File: src/rtl/aabb_bp_ram.sv
// ----------------------------------------------------------------------------
// aabb_bp_ram
// Generic simple dual-port RAM, one write port, one registered read port.
// ----------------------------------------------------------------------------
module aabb_bp_ram #(
    parameter int WIDTH = 8,
    parameter int DEPTH = 64
) (
    input  logic                     aclk,
    input  logic                     wr_en,
    input  logic [$clog2(DEPTH)-1:0] wr_addr,
    input  logic [WIDTH-1:0]         wr_data,
    input  logic                     rd_en,
    input  logic [$clog2(DEPTH)-1:0] rd_addr,
    output logic [WIDTH-1:0]         rd_data
);

    logic [WIDTH-1:0] mem [DEPTH];
    logic [WIDTH-1:0] rd_data_reg;

    always_ff @(posedge aclk) begin
        if (wr_en) begin
            mem[wr_addr] <= wr_data;
        end
        if (rd_en) begin
            rd_data_reg <= mem[rd_addr];
        end
    end

    assign rd_data = rd_data_reg;

endmodule

File: config.mk
export PLATFORM = sky130hd
export DESIGN_NAME = aabb_bp_ram
export DESIGN_NICKNAME = d
export VERILOG_FILES = /design/src/rtl/aabb_bp_ram.sv
export SDC_FILE = /design/constraint.sdc
export NUM_CORES = 1
export LEC_CHECK = 0
export BUFFER_PORTS_ARGS = -buffer_cell sky130_fd_sc_hd__buf_2
export CAP_MARGIN = 5
export CORE_UTILIZATION = 55
export CTS_CLUSTER_DIAMETER = 120
export DETAILED_ROUTE_END_ITERATION = 8
export GPL_TIMING_DRIVEN = 0
export PLACE_DENSITY = 0.74
export RECOVER_POWER = 100
export SYNTH_ARGS = -nofsm -noshare
export SYNTH_HDL_FRONTEND = slang
export SYNTH_SLANG_ARGS = --single-unit
File: constraint.sdc
create_clock -name aclk -period 6.1 [get_ports aclk]
set_input_delay 0.915 -clock aclk [delete_from_list [all_inputs] [get_ports aclk]]
set_output_delay 0.915 -clock aclk [all_outputs]
set_load 0.02 [all_outputs]
==> summary.md <==
| Metric | Value |
|---|---|
| PwrDens | 323 nW/um^2 |
| Grt met3 use | 6.51% |
| Root buf cell | clkbuf_16 |
| Worst setup EP type | flop |
| Tmin final | 4.56 ns |
| Critical Path Start Type | input port |
| Tcrit/Tclk final | 74.8% |
| Share of layout cells above drive strength 1 | 22.9% |
| Number of global-route vias before repair | 10011 |
| Via-to-Cell Ratio | 6.60 |
| WP depth | 7 |
| Arr. time, crit path | 4.82 ns |
| Max stage delay cell, worst path | clkbuf_1 |
| CP Data Required Time | 6.36 ns |
| Final Skew | 0.0234 ns |
| Asr flop ratio synth | 0% |
| Synthesized area | 20200 sq um |
| Clock latency at the later pin of the worst-skew pair | 0.58 ns |
| Critical-path cell list | buf_4, clkbuf_1, clkbuf_1, clkbuf_1, nand3b_1, o22ai_1, o41ai_1 |
| Finished Core Util | 62.4% |
| Slew margin rel. | -100% |
| Die Y | 194 um |
| Area added between synthesis and finish | 10.7% |
| First-pass GRT wire length | 67500 um |
| Critical path buffers and inverters | 4 |
| Max-Cap Viols | 8 |
| Drt wl/cell | 30.6 um |
| First-pass DRT Iterations | 5 |
| Detailed placement HPWL | 29000 um |
| Gr usage total | 25.4% |
| TritonCTS buffer count | 50 |
| Clock Path Buffers | 3 |
| Final worst setup slack | 1.54 ns |
| Remaining Overflow, GRT | 0 |
| Antenna Cells | 0 |
| Status | finished, violations left |
| Full die area | 37600 sq um |
| Row count | 69 |
| Slew @ Worst Pin | 3.00 ns |
| Min-Delay Path Depth | 1 |
| Slew Limit Fails | 520 |
| Slowest cell delay on critical path | 0.97 ns |
| Final TNS setup | 0 ns |
| Antenna-violating nets left | 0 |
| Yosys warnings | 0 |
| Number of distinct library cells after synthesis | 39 |
| Hold crit path type | input port to flop |
| Final setup fails | 0 |
| Initial DRC Count | 1369 |
| Cell mode on critical path | clkbuf_1 |
| Number of synthesized flops with an enable pin | 520 |
| Reg2reg path depth | 4 |
| Setup Buffers After CTS | 0 |
| Largest net degree at the start of global routing | 65 |
| Max reg flops | 512 |
| Mapped Cells | 940 |
| Final wirelength | 46300 um |
| Ys flop type | edfxtp_1 |
| Most frequent cells in the layout | edfxtp_1, mux4_2, nor2_1 |
| Cts-stage hold buffer count | 0 |
| Failing checks | capacitance limit, slew limit |
| Clock Sinks | 520 |
| M1 GR Usage | 36.3% |
| RSZ-0062 raised after global routing | no |
| Crit path kind | input port to flop |
| Die Wd | 194 um |
| Core footprint | 35900 sq um |
| H-tree Lvls | 2 |
| Pre-CTS WS | 2.26 ns |
| Max Fclk | 0.219 GHz |
| Worst-path maximum fanout | 10 |
| Crit-path leading delay family | buffers and inverters |
| Starting density of the core | 56.4% |
| Syn_nets | 963 |
| Fin area | 22400 sq um |
| Placer congestion estimate | 0.974 |
| CTS tree | done |
| DR vias | 9986 |
| Post-CTS sizing | 0 |
| Ports | 31 |
| Syn_area_per_cell | 21.5 sq um |
| Clock-pin slew on the worst setup and hold paths | 0.06 ns |
| Commonest non-fill, non-tap cell in the layout | edfxtp_1 |
| Fin nets | 1037 |
| Leakage | 0.00690 uW |
| Final Hold Fails | 0 |
| M2 GR Usage | 38.2% |
| Initial antenna violation count | 0 |
| Register area share after synthesis | 77.1% |
| GRT busiest layer | met2 |
| IO buf count | 22 |
| Reg2Reg Setup Slack | 3.48 ns |
| Peak VDD IR | 0.236 mV |
| Synthesized flop and latch total | 520 |
| Post-DP Area | 20900 sq um |
| Drt drc | 0 |
-- power breakdown --
group          switching, uW  internal, uW
logic                    256           135
clock network           1270          1610
registers               6.47          3970
total                   1530          5710
-- worst paths after layout --
| check | end | startpoint |
|---|---|---|
| worst max-delay path | rd_data[3]$_DFFE_PP_ | rd_addr[1] |
| worst min-delay path | rd_data[7]$_DFFE_PP_ | rd_en |
| worst max register to register | rd_data[3]$_DFFE_PP_ | mem[1][3]$_DFFE_PP_ |
| worst min register to register | rd_data[7]$_DFFE_PP_ | mem[0][7]$_DFFE_PP_ |
-- worst reg2reg max path, delay by kind of cell (launching register included) --
| family | cells | cell delay (ns) |
|---|---|---|
| compound gates | 2 | 1.29 |
| mux | 1 | 0.48 |
| flops | 1 | 0.37 |
| simple gates | 1 | 0.16 |
-- cells in the mapped netlist (8+ instances only) --
library cell	number	area share [%]
clkbuf_1	17	0.32
o22ai_1	8	0.25
buf_4	13	0.48
nor2_1	83	1.5
mux2i_1	23	1.1
mux4_2	126	14
buf_2	11	0.27
edfxtp_1	520	77
nor2b_1	14	0.43
mux2_2	13	0.72
nand3_1	13	0.32
o221ai_1	8	0.35
nand2_1	19	0.35
-- logic make-up (layout without fill, tap and decap cells) --
logic type,count (synthesis),after routing,share of synthesized area [%]
compound gates,54,54,2.06
buf+inv,51,162,1.56
flops,520,520,77.1
mux,162,162,15.9
simple gates,153,153,3.37
-- final cells by class --
cell class	instances	area (sq um)
sequential	520	15600
fill	2388	13500
multi-input combinational	369	4320
clock buffer	60	1310
tap	461	577
buffer	51	309
clock inverter	29	191
timing repair buffer	22	87.6
-- per-stage QoR --
step | hold slack, ns | cells | power [uW]
global placement | 1.00 | 1423 | 4420
finish | 0.866 | 1512 | 7240
global route | 0.850 | 1512 | 7410
detailed placement | 1.02 | 1423 | 4440
CTS | 0.734 | 1512 | 7250
floorplan | 0.797 | 940 | 4260
-- per-layer routing --
layer / vias to the layer above / routed length [um]
met1: 5130 / 18000
met5: - / 0
met4: 0 / 1830
met3: 121 / 5320
met2: 644 / 21200
li1: 4091 / -
No activity file was read; power rests on OpenSTA's default activity.
